### src/hdl/sld_pkg.sv
// ----------------------------------------------------------------------------
// sld_pkg
// Shared types and constants of the sensor link frame deframer.
// ----------------------------------------------------------------------------
package sld_pkg;

  localparam int unsigned IMU_FRAME_BYTES   = 36;
  localparam int unsigned RADIO_FRAME_BYTES = 46;

  localparam int unsigned HDR_BYTES   = 5;
  localparam int unsigned WIN_BYTES   = HDR_BYTES - 1;
  localparam int unsigned FILL_W      = $clog2(HDR_BYTES);
  localparam int unsigned REM_W       = 17;
  localparam int unsigned RADIO_SKIP  = 8;
  localparam int unsigned IDX_W       = $clog2(RADIO_SKIP + 1);

  localparam logic [7:0] SYNC_A     = 8'h52;
  localparam logic [7:0] SYNC_B     = 8'h54;
  localparam logic [7:0] TYPE_IMU   = 8'h24;
  localparam logic [7:0] TYPE_GNSS  = 8'h21;
  localparam logic [7:0] TYPE_RADIO = 8'h22;
  localparam logic [7:0] TRAIL_LF   = 8'h0A;
  localparam logic [7:0] TRAIL_CR   = 8'h0D;

  localparam logic [15:0] GNSS_MIN_LEN = 16'd4;

  localparam logic [1:0] STREAM_IMU   = 2'd0;
  localparam logic [1:0] STREAM_GNSS  = 2'd1;
  localparam logic [1:0] STREAM_RADIO = 2'd2;
  localparam logic [1:0] STREAM_NONE  = 2'd3;

  localparam logic [1:0] STAT_GOOD      = 2'd0;
  localparam logic [1:0] STAT_BAD_TRAIL = 2'd1;
  localparam logic [1:0] STAT_BAD_TYPE  = 2'd2;
  localparam logic [1:0] STAT_BAD_LEN   = 2'd3;

  typedef struct packed {
    logic [7:0]  data_byte;
    logic        byte_valid;
    logic [1:0]  stream;
    logic        frame_end;
    logic [1:0]  status;
    logic [15:0] link_counter;
    logic [15:0] sensor_counter;
    logic [15:0] frame_crc;
  } sld_result_t;

endpackage

### src/hdl/sld_input_stage.sv
// ----------------------------------------------------------------------------
// sld_input_stage
// Input word register; holds a received byte until the core takes it.
// ----------------------------------------------------------------------------
module sld_input_stage (
  input  logic       clk_i,
  input  logic       rst_ni,
  input  logic       rx_valid_i,
  output logic       rx_stall_o,
  input  logic [7:0] rx_byte_i,
  input  logic       advance_i,
  output logic       in_valid_o,
  output logic [7:0] in_byte_o
);
  logic       in_valid_q;
  logic [7:0] in_byte_q;

  assign rx_stall_o = in_valid_q & ~advance_i;
  assign in_valid_o = in_valid_q;
  assign in_byte_o  = in_byte_q;

  always_ff @(posedge clk_i or negedge rst_ni) begin
    if (!rst_ni) begin
      in_valid_q <= 1'b0;
    end else if (!rx_stall_o) begin
      in_valid_q <= rx_valid_i;
    end
  end

  always_ff @(posedge clk_i) begin
    if (!rx_stall_o && rx_valid_i) begin
      in_byte_q <= rx_byte_i;
    end
  end

endmodule

### src/hdl/sld_core.sv
// ----------------------------------------------------------------------------
// sld_core
// Header hunt and frame tracking; turns one byte into zero or one result.
// ----------------------------------------------------------------------------
module sld_core (
  input  logic                 clk_i,
  input  logic                 rst_ni,
  input  logic                 proc_i,
  input  logic [7:0]           byte_i,
  output logic                 res_valid_o,
  output sld_pkg::sld_result_t res_o
);
  import sld_pkg::*;

  localparam logic [REM_W-1:0] IMU_LAST   = REM_W'(IMU_FRAME_BYTES - 1);
  localparam logic [REM_W-1:0] RADIO_LAST = REM_W'(RADIO_FRAME_BYTES - 1);
  localparam logic [IDX_W-1:0] IDX_SAT    = IDX_W'(RADIO_SKIP);

  logic [7:0]       win_q [WIN_BYTES];
  logic [7:0]       win_d [WIN_BYTES];
  logic [FILL_W-1:0] fill_q, fill_d;
  logic             in_frame_q, in_frame_d;
  logic [1:0]       stream_q, stream_d;
  logic [REM_W-1:0] rem_q, rem_d;
  logic [IDX_W-1:0] idx_q, idx_d;
  logic [15:0]      link_q, link_d;
  logic [15:0]      sens_q, sens_d;
  logic [15:0]      crc_q, crc_d;
  logic             tok_q, tok_d;

  logic [7:0]  hdr_type;
  logic [15:0] hdr_len;
  logic        is_radio;
  logic        trail_hit;
  logic [7:0]  trail_exp;
  logic        payload;

  assign hdr_type = win_q[2];
  assign hdr_len  = {win_q[3], byte_i};
  assign is_radio = (stream_q == STREAM_RADIO);

  // expected trailer byte, counted back from the frame's last byte
  always_comb begin
    trail_hit = 1'b0;
    trail_exp = TRAIL_CR;
    if (rem_q == REM_W'(0)) begin
      trail_hit = 1'b1;
      trail_exp = TRAIL_CR;
    end else if (rem_q == REM_W'(1)) begin
      trail_hit = 1'b1;
      trail_exp = TRAIL_LF;
    end else if (is_radio && rem_q == REM_W'(2)) begin
      trail_hit = 1'b1;
      trail_exp = TRAIL_CR;
    end else if (is_radio && rem_q == REM_W'(3)) begin
      trail_hit = 1'b1;
      trail_exp = TRAIL_LF;
    end
  end

  always_comb begin
    case (stream_q)
      STREAM_IMU:  payload = (idx_q >= IDX_W'(4)) && (rem_q >= REM_W'(4));
      STREAM_GNSS: payload = (idx_q >= IDX_W'(4)) && (rem_q >= REM_W'(2));
      default:     payload = (idx_q == IDX_SAT) && (rem_q >= REM_W'(6));
    endcase
  end

  always_comb begin
    win_d       = win_q;
    fill_d      = fill_q;
    in_frame_d  = in_frame_q;
    stream_d    = stream_q;
    rem_d       = rem_q;
    idx_d       = idx_q;
    link_d      = link_q;
    sens_d      = sens_q;
    crc_d       = crc_q;
    tok_d       = tok_q;
    res_valid_o = 1'b0;
    res_o       = '0;

    if (proc_i && !in_frame_q) begin
      if (fill_q != FILL_W'(WIN_BYTES) || win_q[0] != SYNC_A || win_q[1] != SYNC_B) begin
        // still filling, or sync mismatch: slide by one byte
        for (int i = 0; i < WIN_BYTES - 1; i++) begin
          win_d[i] = win_q[i+1];
        end
        win_d[WIN_BYTES-1] = byte_i;
        if (fill_q != FILL_W'(WIN_BYTES)) begin
          fill_d = fill_q + FILL_W'(1);
        end
      end else begin
        fill_d = '0;
        in_frame_d = 1'b1;
        idx_d  = '0;
        link_d = '0;
        sens_d = '0;
        crc_d  = '0;
        tok_d  = 1'b1;
        case (hdr_type)
          TYPE_IMU: begin
            stream_d = STREAM_IMU;
            rem_d    = IMU_LAST;
          end
          TYPE_GNSS: begin
            stream_d = STREAM_GNSS;
            rem_d    = {1'b0, hdr_len} + REM_W'(1);
            if (hdr_len < GNSS_MIN_LEN) begin
              in_frame_d = in_frame_q;
              stream_d   = stream_q;
              rem_d      = rem_q;
              idx_d      = idx_q;
              link_d     = link_q;
              sens_d     = sens_q;
              crc_d      = crc_q;
              tok_d      = tok_q;
              res_valid_o = 1'b1;
              res_o.stream    = STREAM_NONE;
              res_o.frame_end = 1'b1;
              res_o.status    = STAT_BAD_LEN;
            end
          end
          TYPE_RADIO: begin
            stream_d = STREAM_RADIO;
            rem_d    = RADIO_LAST;
          end
          default: begin
            in_frame_d = in_frame_q;
            idx_d      = idx_q;
            link_d     = link_q;
            sens_d     = sens_q;
            crc_d      = crc_q;
            tok_d      = tok_q;
            res_valid_o = 1'b1;
            res_o.data_byte = hdr_type;
            res_o.stream    = STREAM_NONE;
            res_o.frame_end = 1'b1;
            res_o.status    = STAT_BAD_TYPE;
          end
        endcase
      end
    end else if (proc_i) begin
      if (!is_radio) begin
        if (idx_q == IDX_W'(0)) link_d[15:8] = byte_i;
        if (idx_q == IDX_W'(1)) link_d[7:0]  = byte_i;
        if (idx_q == IDX_W'(2)) sens_d[15:8] = byte_i;
        if (idx_q == IDX_W'(3)) sens_d[7:0]  = byte_i;
      end
      if (stream_q == STREAM_IMU) begin
        if (rem_q == REM_W'(3)) crc_d[15:8] = byte_i;
        if (rem_q == REM_W'(2)) crc_d[7:0]  = byte_i;
      end else if (is_radio) begin
        if (rem_q == REM_W'(5)) crc_d[15:8] = byte_i;
        if (rem_q == REM_W'(4)) crc_d[7:0]  = byte_i;
      end
      if (trail_hit && byte_i != trail_exp) begin
        tok_d = 1'b0;
      end

      if (rem_q == '0) begin
        in_frame_d  = 1'b0;
        fill_d      = '0;
        res_valid_o = 1'b1;
        res_o.stream         = stream_q;
        res_o.frame_end      = 1'b1;
        res_o.status         = tok_d ? STAT_GOOD : STAT_BAD_TRAIL;
        res_o.link_counter   = is_radio ? 16'd0 : link_d;
        res_o.sensor_counter = is_radio ? 16'd0 : sens_d;
        res_o.frame_crc      = (stream_q == STREAM_GNSS) ? 16'd0 : crc_d;
      end else begin
        rem_d = rem_q - REM_W'(1);
        if (idx_q != IDX_SAT) begin
          idx_d = idx_q + IDX_W'(1);
        end
        if (payload) begin
          res_valid_o      = 1'b1;
          res_o.data_byte  = byte_i;
          res_o.byte_valid = 1'b1;
          res_o.stream     = stream_q;
        end
      end
    end
  end

  always_ff @(posedge clk_i or negedge rst_ni) begin
    if (!rst_ni) begin
      for (int i = 0; i < WIN_BYTES; i++) begin
        win_q[i] <= '0;
      end
      fill_q     <= '0;
      in_frame_q <= 1'b0;
      stream_q   <= STREAM_IMU;
      rem_q      <= '0;
      idx_q      <= '0;
      link_q     <= '0;
      sens_q     <= '0;
      crc_q      <= '0;
      tok_q      <= 1'b1;
    end else begin
      win_q      <= win_d;
      fill_q     <= fill_d;
      in_frame_q <= in_frame_d;
      stream_q   <= stream_d;
      rem_q      <= rem_d;
      idx_q      <= idx_d;
      link_q     <= link_d;
      sens_q     <= sens_d;
      crc_q      <= crc_d;
      tok_q      <= tok_d;
    end
  end

`ifndef ASSERT_OFF
  a_fill_range: assert property (@(posedge clk_i) disable iff (!rst_ni)
    fill_q <= FILL_W'(WIN_BYTES))
    else $error("header window fill out of range");

  a_frame_no_fill: assert property (@(posedge clk_i) disable iff (!rst_ni)
    in_frame_q |-> fill_q == '0)
    else $error("window fill while inside a frame");

  a_end_not_data: assert property (@(posedge clk_i) disable iff (!rst_ni)
    res_valid_o |-> !(res_o.frame_end && res_o.byte_valid))
    else $error("end item also flagged as payload");

  a_end_closes: assert property (@(posedge clk_i) disable iff (!rst_ni)
    (res_valid_o && res_o.frame_end) |=> !in_frame_q)
    else $error("frame still open after end item");

  a_err_when_hunting: assert property (@(posedge clk_i) disable iff (!rst_ni)
    (res_valid_o && res_o.stream == STREAM_NONE) |-> !in_frame_q)
    else $error("header error reported inside a frame");
`endif

endmodule

### src/hdl/sld_output_stage.sv
// ----------------------------------------------------------------------------
// sld_output_stage
// Result register; decides when the core may take the next byte.
// ----------------------------------------------------------------------------
module sld_output_stage (
  input  logic                 clk_i,
  input  logic                 rst_ni,
  input  logic                 res_valid_i,
  input  sld_pkg::sld_result_t res_i,
  output logic                 advance_o,
  output logic                 out_valid_o,
  input  logic                 out_stall_i,
  output sld_pkg::sld_result_t res_o
);
  import sld_pkg::*;

  logic        out_valid_q;
  sld_result_t res_q;

  // register is free when empty or its word leaves this cycle
  assign advance_o   = ~out_valid_q | ~out_stall_i;
  assign out_valid_o = out_valid_q;
  assign res_o       = res_q;

  always_ff @(posedge clk_i or negedge rst_ni) begin
    if (!rst_ni) begin
      out_valid_q <= 1'b0;
    end else if (advance_o) begin
      out_valid_q <= res_valid_i;
    end
  end

  always_ff @(posedge clk_i) begin
    if (advance_o && res_valid_i) begin
      res_q <= res_i;
    end
  end

endmodule

### src/hdl/sensor_link_frame_deframer.sv
// Path: a byte taken into the input register passes through the combinational
// core into the result register, taken only while that register is free.
// Throughput: one byte per cycle when not stalled, set by the single-pass core.
// A stalled output holds its word while the core is held; input stalls only then.
// Reset (rst_ni low, async) empties both registers and restarts the header hunt.
// ----------------------------------------------------------------------------
// sensor_link_frame_deframer
// Hunts for sensor link headers and splits frames into payload and end words.
// ----------------------------------------------------------------------------
module sensor_link_frame_deframer (
  input  logic        clk_i,
  input  logic        rst_ni,
  input  logic        rx_valid_i,
  output logic        rx_stall_o,
  input  logic [7:0]  rx_byte_i,
  output logic        out_valid_o,
  input  logic        out_stall_i,
  output logic [7:0]  data_byte_o,
  output logic        byte_valid_o,
  output logic [1:0]  stream_o,
  output logic        frame_end_o,
  output logic [1:0]  status_o,
  output logic [15:0] link_counter_o,
  output logic [15:0] sensor_counter_o,
  output logic [15:0] frame_crc_o
);
  import sld_pkg::*;

  logic        advance;
  logic        in_valid;
  logic [7:0]  in_byte;
  logic        res_valid;
  sld_result_t res;
  sld_result_t out_res;

  sld_input_stage u_input (
    .clk_i      (clk_i),
    .rst_ni     (rst_ni),
    .rx_valid_i (rx_valid_i),
    .rx_stall_o (rx_stall_o),
    .rx_byte_i  (rx_byte_i),
    .advance_i  (advance),
    .in_valid_o (in_valid),
    .in_byte_o  (in_byte)
  );

  sld_core u_core (
    .clk_i       (clk_i),
    .rst_ni      (rst_ni),
    .proc_i      (in_valid & advance),
    .byte_i      (in_byte),
    .res_valid_o (res_valid),
    .res_o       (res)
  );

  sld_output_stage u_output (
    .clk_i       (clk_i),
    .rst_ni      (rst_ni),
    .res_valid_i (res_valid),
    .res_i       (res),
    .advance_o   (advance),
    .out_valid_o (out_valid_o),
    .out_stall_i (out_stall_i),
    .res_o       (out_res)
  );

  assign data_byte_o      = out_res.data_byte;
  assign byte_valid_o     = out_res.byte_valid;
  assign stream_o         = out_res.stream;
  assign frame_end_o      = out_res.frame_end;
  assign status_o         = out_res.status;
  assign link_counter_o   = out_res.link_counter;
  assign sensor_counter_o = out_res.sensor_counter;
  assign frame_crc_o      = out_res.frame_crc;

endmodule
### config.mk
export PLATFORM = sky130hd
export DESIGN_NAME = sensor_link_frame_deframer
export DESIGN_NICKNAME = d
export VERILOG_FILES = /design/src/hdl/sld_pkg.sv /design/src/hdl/sld_input_stage.sv /design/src/hdl/sld_core.sv /design/src/hdl/sld_output_stage.sv /design/src/hdl/sensor_link_frame_deframer.sv
export SDC_FILE = /design/constraint.sdc
export NUM_CORES = 1
export LEC_CHECK = 0
export ABC_AREA = 1
export BUFFER_PORTS_ARGS = -buffer_cell sky130_fd_sc_hd__buf_4
export CORE_ASPECT_RATIO = 0.8
export CORE_MARGIN = 8
export CORE_UTILIZATION = 35
export DETAILED_ROUTE_END_ITERATION = 8
export SYNTH_ARGS = -nofsm -noshare
export SYNTH_HDL_FRONTEND = slang
export SYNTH_SLANG_ARGS = --single-unit
### constraint.sdc
create_clock -name clk_i -period 3.8 [get_ports clk_i]
set_clock_uncertainty 0.1 [all_clocks]
set_input_delay 0.95 -clock clk_i [delete_from_list [all_inputs] [get_ports clk_i]]
set_output_delay 0.95 -clock clk_i [all_outputs]
set_load 0.02 [all_outputs]
==> impl_metrics.yaml, run 1 <==
synth:
  ys_ff_latch: 180
  yosysMostFrequentCell: "nand2_1"
  async_flop_share_pct: 61.11
  synthTopCellsByCount: "nand2_1, nor2_1, inv_1, dfrtp_1, o21ai_0"
  yosysWarnings: 0
  synth-edff-count: 70
  syn_area_per_cell_um2: 8.418
  syn_area_um2: 9403
  synth.area.top_cells: "dfrtp_1, edfxtp_1, nand2_1"
  postSynthCellCount: 1117
  synth_top_area_share_pct: 29.01
  yosys.area.top_type: "dfrtp_1"
  syn-num-nets: 1141
  yosys_most_used_dff: "dfrtp_1"
  yosysSeqAreaShare_pct: 51.64
  ys_types: 47
cells_and_area:
  finalNetCount: 1203
  multi_input_area_um2: 3769
  fillers: 2656
  antenna_cells: 0
  finalInstanceArea_um2: 10810
  area_growth_pct: 14.92
  drive_gt1_share_pct: 14.60
  seqCellArea_um2: 4856
global_routing:
  grtUsageTotal_pct: 15.65
  grt_pass1_vias: 7156
  grt_start_max_net_pins: 53
  grt_pass1_wl_um: 39660
  grt.overflow.total: 0
  antenna_found_initial: 0
critical_path:
  cp_max_fo: 41
  cp-end-kind: "flip-flop"
  crit_path_cell_trace: "inv_1 -> nand2_1 -> nor2_2 -> nand2_1 -> nand2_2 -> nand3_4 -> nor2_1 -> nor2_1 -> nand2_2 -> buf_4"
  worstPathRequired_ns: 3.78
  r2r_start: "u_input.in_byte_o[3]$_DFFE_PP_"
  cp-start-kind: "flip-flop"
  r2r_setup_slack_ns: 0.90
  max_stage_delay_ns: 0.66
  cp_slowest_cell: "edfxtp_1"
  arrival_ns: 2.88
  crit_type: "flip-flop to flip-flop"
  ff2ff_path_depth: 10
  timing.rr.end: "u_output.res_o[61]$_DFFE_PP_"
  crit_buf_inv: 2
  crit_family: "simple AND/OR/NAND/NOR gates"
clock_network:
  cts_tree: "yes"
  cts_hold_buf: 0
  clockBufferDepth: 2
  post_cts_buffers: 0
  clock_sinks: 180
  cts_made_buffers: 17
  clk_pin_slew_worst_paths_ns: 0.07
  worstSkewPairLatency_ns: 0.45
  cts_resized: 0
  h-tree-depth: 4
  clock-root-buffer: "clkbuf_16"
detailed_routing:
  drt-total-wl_um: 24870
  drc: 0
  drtAntennaViolNets: 0
  routed_via_density: 4.964
  wl_met1_um: 12400
  met2WireLength_um: 10530
  num_vias: 7689
  first_pass_iters: 5
  dr.max_layer_used: "met4"
  drt-initial-drc-count: 802
  avgRoutedWirePerCell_um: 16.05
  dr_wl_met3_um: 1609
placed_design:
  place_ws_ns: 0.6759
  gp_congestion: 0.9158
  place_area_um2: 10260
  port_buffers: 75
  dpl.hpwl_um: 17690
timing:
  worst_pin_slew_ns: 0.6946
  post-route-period-util_pct: 76.44
  finalSetupViolations: 0
  tns_ns: 0
  max_freq_ghz: 0.3443
  fin_ws_ns: 0.8954
  final.min_clock_period_ns: 2.905
  whs_ns: 0.3202
  slew_viol_final: 0
  rsz0062_at_grt: "no"
  hold_violations: 0
  slew_headroom_pct: 53.56
power:
  p_leak_uw: 0.004750
  irDropWorstVdd_v: 0.0003125
  powerDensity_nw_per_um2: 610.0
floorplanning:
  rows: 53
  ioPinCount: 76
  initial_core_util_pct: 35.72
  dieWidth_um: 199.3
  design.core.area_um2: 26330
  dieArea_um2: 32400
  die_y_um: 162.6
hold_path:
  hp-class: "input pin to asynchronous set/reset pin"
outcome:
  outcome: "finished clean"
job:
  maxCapViolCount: 0
-- worst register-to-register path: stages, from the launching register on --
cell and delay [ns]:
edfxtp_1 0.66, inv_1 0.33, nand2_1 0.10, nor2_2 0.20, nand2_1 0.09, nand2_2 0.08
nand3_4 0.11, nor2_1 0.17, nor2_1 0.12, nand2_2 0.09, buf_4 0.48
-- worst max-delay path by stage --
stage                                              start                         endpoint  slack [ns]  depth (start not counted)
after detailed placement                     out_stall_i     u_output.res_o[61]$_DFFE_PP_        0.68                          9
after global routing      u_input.in_byte_o[3]$_DFFE_PP_     u_output.res_o[59]$_DFFE_PP_        0.68                         10
after CTS                 u_input.in_byte_o[3]$_DFFE_PP_     u_output.res_o[61]$_DFFE_PP_        0.91                         10
final                     u_input.in_byte_o[3]$_DFFE_PP_     u_output.res_o[61]$_DFFE_PP_        0.90                         10
after global placement                       out_stall_i     u_output.res_o[59]$_DFFE_PP_        0.68                          9
after floorplan                              out_stall_i  u_output.res_o[0]$_SDFFCE_PP0P_        0.14                          8
-- flip-flops by register name, summed over array words and instances, names as in the netlist --
register              cells
u_core.crc_q             16
u_core.fill_q             3
u_core.hdr_len            8
u_core.hdr_type           8
u_core.idx_q              4
u_core.in_frame_q         1
u_core.link_q            16
u_core.rem_q             17
u_core.sens_q            16
u_core.stream_q           2
u_core.tok_q              1
u_core.win_q             16
u_input.in_byte_o         8
u_input.in_valid_o        1
u_output.out_valid_o      1
u_output.res_o           62
-- kinds of logic (layout without fill, tap and decap cells) --
family	after synthesis	in the layout	share of synthesized area, %
DFF	180	180	51.64
adders and majority gates	12	12	1.597
muxes	1	1	0.1198
AOI/OAI and AO/OA	243	243	14.08
xor gates and xnor gates	12	12	1.118
buffers and inverters	177	252	8.303
and+or+nand+nor	492	492	23.14
-- stage by stage --
stage               power [uW]  instances  util [%]
floorplan                 4326       1117         -
global placement          4909       1517     38.98
detailed placement        4950       1517     38.98
CTS                       6634       1549     41.04
global route              7031       1549     41.04
finish                    6591       1549     41.04
-- cell usage in the layout (no fill, tap or decap), types with 13 or more instances in the layout --
master,instances
nand4_1,17
nand3_1,54
dfrtp_1,109
a21oi_1,48
inv_1,116
edfxtp_1,70
o21ai_0,105
nor2_1,138
o21ai_1,52
clkbuf_16,17
o21ai_2,14
buf_4,92
nand2_1,240
o211ai_1,13
-- area by class of cell --
cell class | count | share of cell area (%)
multi-input combinational | 760 | 34.88
sequential | 180 | 44.94
tap | 357 | 4.134
clock buffer | 20 | 4.134
inverter | 127 | 4.446
clock inverter | 12 | 0.8916
timing repair buffer | 93 | 6.577
-- power by group --
| part | total (uW) | internal [uW] | leakage, uW | switching [uW] |
|---|---|---|---|---|
| clock network | 1670 | 867 | 0.000271 | 802 |
| logic | 2190 | 727 | 0.00241 | 1460 |
| registers | 2730 | 2520 | 0.00207 | 207 |
-- metal layers --
| layer | up-vias | global-route usage (%) |
|---|---|---|
| li1 | 3823 | - |
| met1 | 3629 | 23.36 |
| met2 | 219 | 22.08 |
| met3 | 18 | 3.635 |
| met4 | 0 | 4.507 |
| met5 | - | 0 |
No activity file was read; power rests on OpenSTA's default activity.
==> run 2: changes to the inputs <==
clock period = 2.7 ns   (was 3.8 ns; I/O delays follow)
==> run 2 against run 1 <==
- sequential cell count unchanged
- count of clock-buffer cells in the layout shrank 1
- via count rose by 0.81%
- sequential power is 40% higher
- largest cell class unchanged
- combinational power increased by 45%
- critical path type unchanged
==> impl_metrics.yaml, run 2 (synthesis gave the netlist of run 1 again) <==
critical_path:
  cp-end-kind: "flip-flop"
  worstPathRequired_ns: 2.96
  cp_max_fo: 31
  max_stage_delay_ns: 0.39
  crit_type: "flip-flop to flip-flop"
  cp-start-kind: "flip-flop"
  arrival_ns: 2.59
  cp_slowest_cell: "dfrtp_1"
  crit_path_cell_trace: "inv_1 -> ha_1 -> nand2_1 -> nor2_1 -> nand3b_1 -> nor2_4 -> nand2_8 -> nand2_8 -> buf_4 -> nand2_1 -> o21ai_2"
detailed_routing:
  drc: 0
  drt-total-wl_um: 25000
  routed_via_density: 4.959
  num_vias: 7751
  drt-initial-drc-count: 671
  avgRoutedWirePerCell_um: 15.99
  first_pass_iters: 7
  drtAntennaViolNets: 0
clock_network:
  clockBufferDepth: 2
  clock_sinks: 180
  cts_resized: 0
  cts_tree: "yes"
  cts_made_buffers: 17
  worstSkewPairLatency_ns: 0.45
  clock-root-buffer: "clkbuf_16"
  post_cts_buffers: 0
  h-tree-depth: 4
  cts_hold_buf: 0
  clk_pin_slew_worst_paths_ns: 0.07
global_routing:
  grt_pass1_vias: 7264
  grt_start_max_net_pins: 62
  grt.overflow.total: 0
  grt_pass1_wl_um: 40220
  grtUsageTotal_pct: 15.74
  antenna_found_initial: 0
timing:
  slew_viol_final: 0
  final.min_clock_period_ns: 2.328
  post-route-period-util_pct: 86.23
  tns_ns: 0
  slew_headroom_pct: 62.21
  max_freq_ghz: 0.4295
  finalSetupViolations: 0
  fin_ws_ns: 0.3719
  rsz0062_at_grt: "no"
  hold_violations: 0
  worst_pin_slew_ns: 0.5652
power:
  comb_power_share_pct: 33.3
  p_int_uw: 6079
  p_sw_uw: 3464
  powerDensity_nw_per_um2: 866.9
  power_frac_seq_pct: 40.0
  p_leak_uw: 0.004854
  irDropWorstVdd_v: 0.0004352
  pwr-share-clk_pct: 26.8
  netSwitchingFraction_pct: 36.30
cells_and_area:
  largest_register_ff_count: 62
  layout_commonest_cell: "nand2_1"
  finalNetCount: 1217
  layout_common_cells: "nand2_1, nor2_1, inv_1, dfrtp_1, o21ai_0"
  finalInstanceArea_um2: 11010
  drive_gt1_share_pct: 15.67
  fin_cells: 1563
  area_growth_pct: 17.07
  antenna_cells: 0
floorplanning:
  rows: 53
  die_y_um: 162.6
  design.core.area_um2: 26330
  dieArea_um2: 32400
  ioPinCount: 76
  dieWidth_um: 199.3
  initial_core_util_pct: 35.72
placed_design:
  gp_congestion: 0.9251
  place_ws_ns: 0.2793
  place_area_um2: 10410
  dp_cells: 1531
  port_buffers: 75
  dpl.hpwl_um: 17750
outcome:
  outcome: "finished clean"
hold_path:
  hp-class: "input pin to asynchronous set/reset pin"
job:
  maxCapViolCount: 0
[run 2: final cells by class]
type	count	area, um2
fillers	2667	15320
clock inverters	13	143.9
repair buffers	107	853.3
clock buffers	19	454.2
well taps	357	446.7
inverters	127	480.5
multi-input cells	760	3774
flip-flops and latches	180	4856
[run 2: per-layer routing]
metal | up-vias | global-route usage (%) | part of all wire, %
met4 | 0 | 4.137 | 1.2
met1 | 3656 | 23.25 | 49
li1 | 3841 | - | -
met5 | - | 0 | 0
met3 | 21 | 3.160 | 6.8
met2 | 233 | 23.04 | 43
[run 2: metrics by stage]
stage | hold WS, ns | util, % | power, uW
6_report | 0.03247 | 41.81 | 9543
5_1_grt | 0.03679 | 41.81 | 10180
4_1_cts | 0.02644 | 41.81 | 9621
3_5_place_dp | 0.3734 | 39.54 | 7039
3_3_place_gp | 0.3683 | 39.54 | 6972
2_1_floorplan | 0.2794 | - | 6077
[run 2: final timing paths]
| path | start | endpoint | slack, ns | depth (start not counted) |
|---|---|---|---|---|
| max in group asynchronous | rst_ni | u_core.link_q[5]$_DFFE_PN0P_ | 1.73 | 2 |
| hold / removal | rst_ni | u_core.crc_q[14]$_DFFE_PN0P_ | 0.03 | 1 |
| hold reg to reg | u_core.win_q[17]$_DFFE_PN0P_ | u_core.win_q[17]$_DFFE_PN0P_ | 0.39 | 2 |
| setup / recovery | u_core.fill_q[0]$_DFFE_PN0P_ | u_core.sens_q[9]$_DFFE_PN0P_ | 0.37 | 11 |
| min in group clk_i | rx_byte_i[0] | u_input.in_byte_o[0]$_DFFE_PP_ | 0.31 | 1 |
| setup reg to reg | u_core.fill_q[0]$_DFFE_PN0P_ | u_core.sens_q[9]$_DFFE_PN0P_ | 0.37 | 11 |
[run 2: critical path, delay by kind of cell, from the launching register on]
| family | cells | cell delay (ns) |
|---|---|---|
| simple gates | 7 | 1.05 |
| compound gates | 1 | 0.08 |
| buf+inv | 2 | 0.47 |
| flops | 1 | 0.39 |
| fa+ha+maj | 1 | 0.15 |
[run 2: power groups by stage]
stage          clock (uW)  sequential [uW]  combinational, uW
2_1_floorplan           0             4130               1950
3_3_place_gp            0             3870               3110
3_5_place_dp            0             3860               3170
4_1_cts              2610             3810               3190
5_1_grt              2710             3890               3580
6_report             2550             3810               3170
==> run 3: changes to the inputs <==
BUFFER_PORTS_ARGS = -buffer_cell sky130_fd_sc_hd__clkbuf_2   (was -buffer_cell sky130_fd_sc_hd__buf_4)
==> run 3 against run 2 <==
- die area unchanged
- hold slack improved by 0.051 ns
- sequential power about the same
- register-to-register slack worse by 0.08 ns
- cell area fell by 2.3%
- power is 3.6% lower
- sequential share of layout area grew 1.0 points
- cell count decreased by 0.13%
- setup slack worse by 0.077 ns
==> impl_metrics.yaml, run 3 (synthesis gave the netlist of run 1 again) <==
outcome:
  outcome: "finished clean"
global_routing:
  grt_util_met3_pct: 3.242
  grt_pass1_vias: 7081
  met1_usage_pct: 22.81
  top_usage_layer: "met2"
  grt.overflow.total: 0
  grtUsageTotal_pct: 15.53
  antenna_found_initial: 1
  grt_pass1_wl_um: 39300
  grt_start_max_net_pins: 62
  groute.layer.met2.usage_pct: 22.93
detailed_routing:
  routed_via_density: 4.982
  drt-initial-drc-count: 680
  avgRoutedWirePerCell_um: 15.87
  drtAntennaViolNets: 0
  drc: 0
  num_vias: 7777
  first_pass_iters: 6
  drt-total-wl_um: 24780
timing:
  slew_viol_final: 0
  worst_pin_slew_ns: 0.5975
  rsz0062_at_grt: "no"
  finalSetupViolations: 0
  max_freq_ghz: 0.4157
  slew_headroom_pct: 60.06
  tns_ns: 0
  hold_violations: 0
  post-route-period-util_pct: 89.09
  final.min_clock_period_ns: 2.405
floorplanning:
  die_y_um: 162.6
  dieArea_um2: 32400
  dieWidth_um: 199.3
  initial_core_util_pct: 35.72
  rows: 53
  design.core.area_um2: 26330
  ioPinCount: 76
clock_network:
  h-tree-depth: 4
  clk_pin_slew_worst_paths_ns: 0.07
  worstSkewPairLatency_ns: 0.44
  cts_resized: 0
  cts_tree: "yes"
  clockBufferDepth: 2
  clock_sinks: 180
  cts_hold_buf: 0
  cts_made_buffers: 17
  post_cts_buffers: 0
  clock-root-buffer: "clkbuf_16"
cells_and_area:
  seqCellArea_um2: 4856
  fin_cells: 1561
  drive_gt1_share_pct: 15.45
  largest_register_ff_count: 62
  layout_common_cells: "nand2_1, nor2_1, inv_1, dfrtp_1, o21ai_0"
  fillers: 2697
  area_growth_pct: 14.40
  layout_commonest_cell: "nand2_1"
  antenna_cells: 0
  multi_input_area_um2: 3774
  finalNetCount: 1215
critical_path:
  max_stage_delay_ns: 0.49
  cp_max_fo: 14
  crit_path_cell_trace: "inv_1 -> ha_1 -> inv_1 -> nor2_1 -> nand4_1 -> o21ai_0 -> a21oi_1"
  r2r_setup_slack_ns: 0.29
  worstPathRequired_ns: 2.77
  cp_slowest_cell: "nand4_1"
  crit_path_start: "u_core.rem_q[1]$_DFFE_PN0P_"
  cp-start-kind: "flip-flop"
  cp_common_cell: "inv_1"
  crit_type: "flip-flop to flip-flop"
  ff2ff_path_depth: 7
  arrival_ns: 2.48
  timing.rr.end: "u_output.res_o[9]$_SDFFCE_PP0P_"
  cp-end-kind: "flip-flop"
  r2r_start: "u_core.rem_q[1]$_DFFE_PN0P_"
job:
  maxCapViolCount: 0
placed_design:
  dp_cells: 1529
  gp_congestion: 0.9278
  dpl.hpwl_um: 17840
  port_buffers: 75
hold_path:
  hp-class: "input pin to asynchronous set/reset pin"
power:
  p_leak_uw: 0.004770
  powerDensity_nw_per_um2: 855.6
  irDropWorstVdd_v: 0.0005226
-- run 3: changes by cell type in the layout (fill, tap and decap cells not counted), moves of 2 or more --
cell       previous run  this run
bufinv_16             2         0
clkbuf_8              0         3
buf_4               103        27
inv_4                 2         4
clkbuf_2              0        74
inv_6                 5         1
-- run 3: report_power, final --
part           switching, uW  internal [uW]  total, uW
logic                   2090            955       3040
clock network           1090           1260       2350
registers                268           3550       3820
-- run 3: worst max path at each step --
stage | endpoint | slack (ns) | depth (start not counted)
5_1_grt | u_core.crc_q[15]$_DFFE_PN0P_ | 0.04 | 9
3_3_place_gp | u_output.res_o[9]$_SDFFCE_PP0P_ | 0.37 | 7
6_report | u_output.res_o[9]$_SDFFCE_PP0P_ | 0.29 | 7
3_5_place_dp | u_output.res_o[58]$_DFFE_PP_ | 0.28 | 9
2_1_floorplan | u_output.res_o[0]$_SDFFCE_PP0P_ | 0.21 | 8
4_1_cts | u_output.res_o[61]$_DFFE_PP_ | 0.33 | 10
-- run 3: routing by layer --
layer,vias up,wire (um)
met4,0,202
met5,-,0
li1,3843,-
met2,243,10810
met1,3674,11980
met3,17,1785
-- run 3: critical path: cells and delay by family, from the launching register on --
kind            cells  cell delay, ns
fa+ha+maj           1            0.18
buf+inv             2            0.24
simple gates        2            0.64
flops               1            0.44
compound gates      2            0.54
-- run 3: final cells by class --
class / instances / area share (%)
clock inverters: 10 / 0.6747
multi-input cells: 760 / 35.08
clock buffers: 22 / 4.409
repair buffers: 105 / 6.072
inverters: 127 / 4.467
well taps: 357 / 4.153
flip-flops and latches: 180 / 45.14
-- run 3: stage by stage --
step	hold WS (ns)	power, uW	utilization, %	setup WS, ns	instance area, um2
floorplan	0.2794	6077	-	0.2066	9410
global placement	0.3584	6838	38.78	0.3700	10210
detailed placement	0.3649	6911	38.78	0.2789	10210
CTS	0.09069	9267	40.86	0.3286	10760
global route	0.1029	9825	40.86	0.04401	10760
finish	0.08321	9203	40.86	0.2945	10760
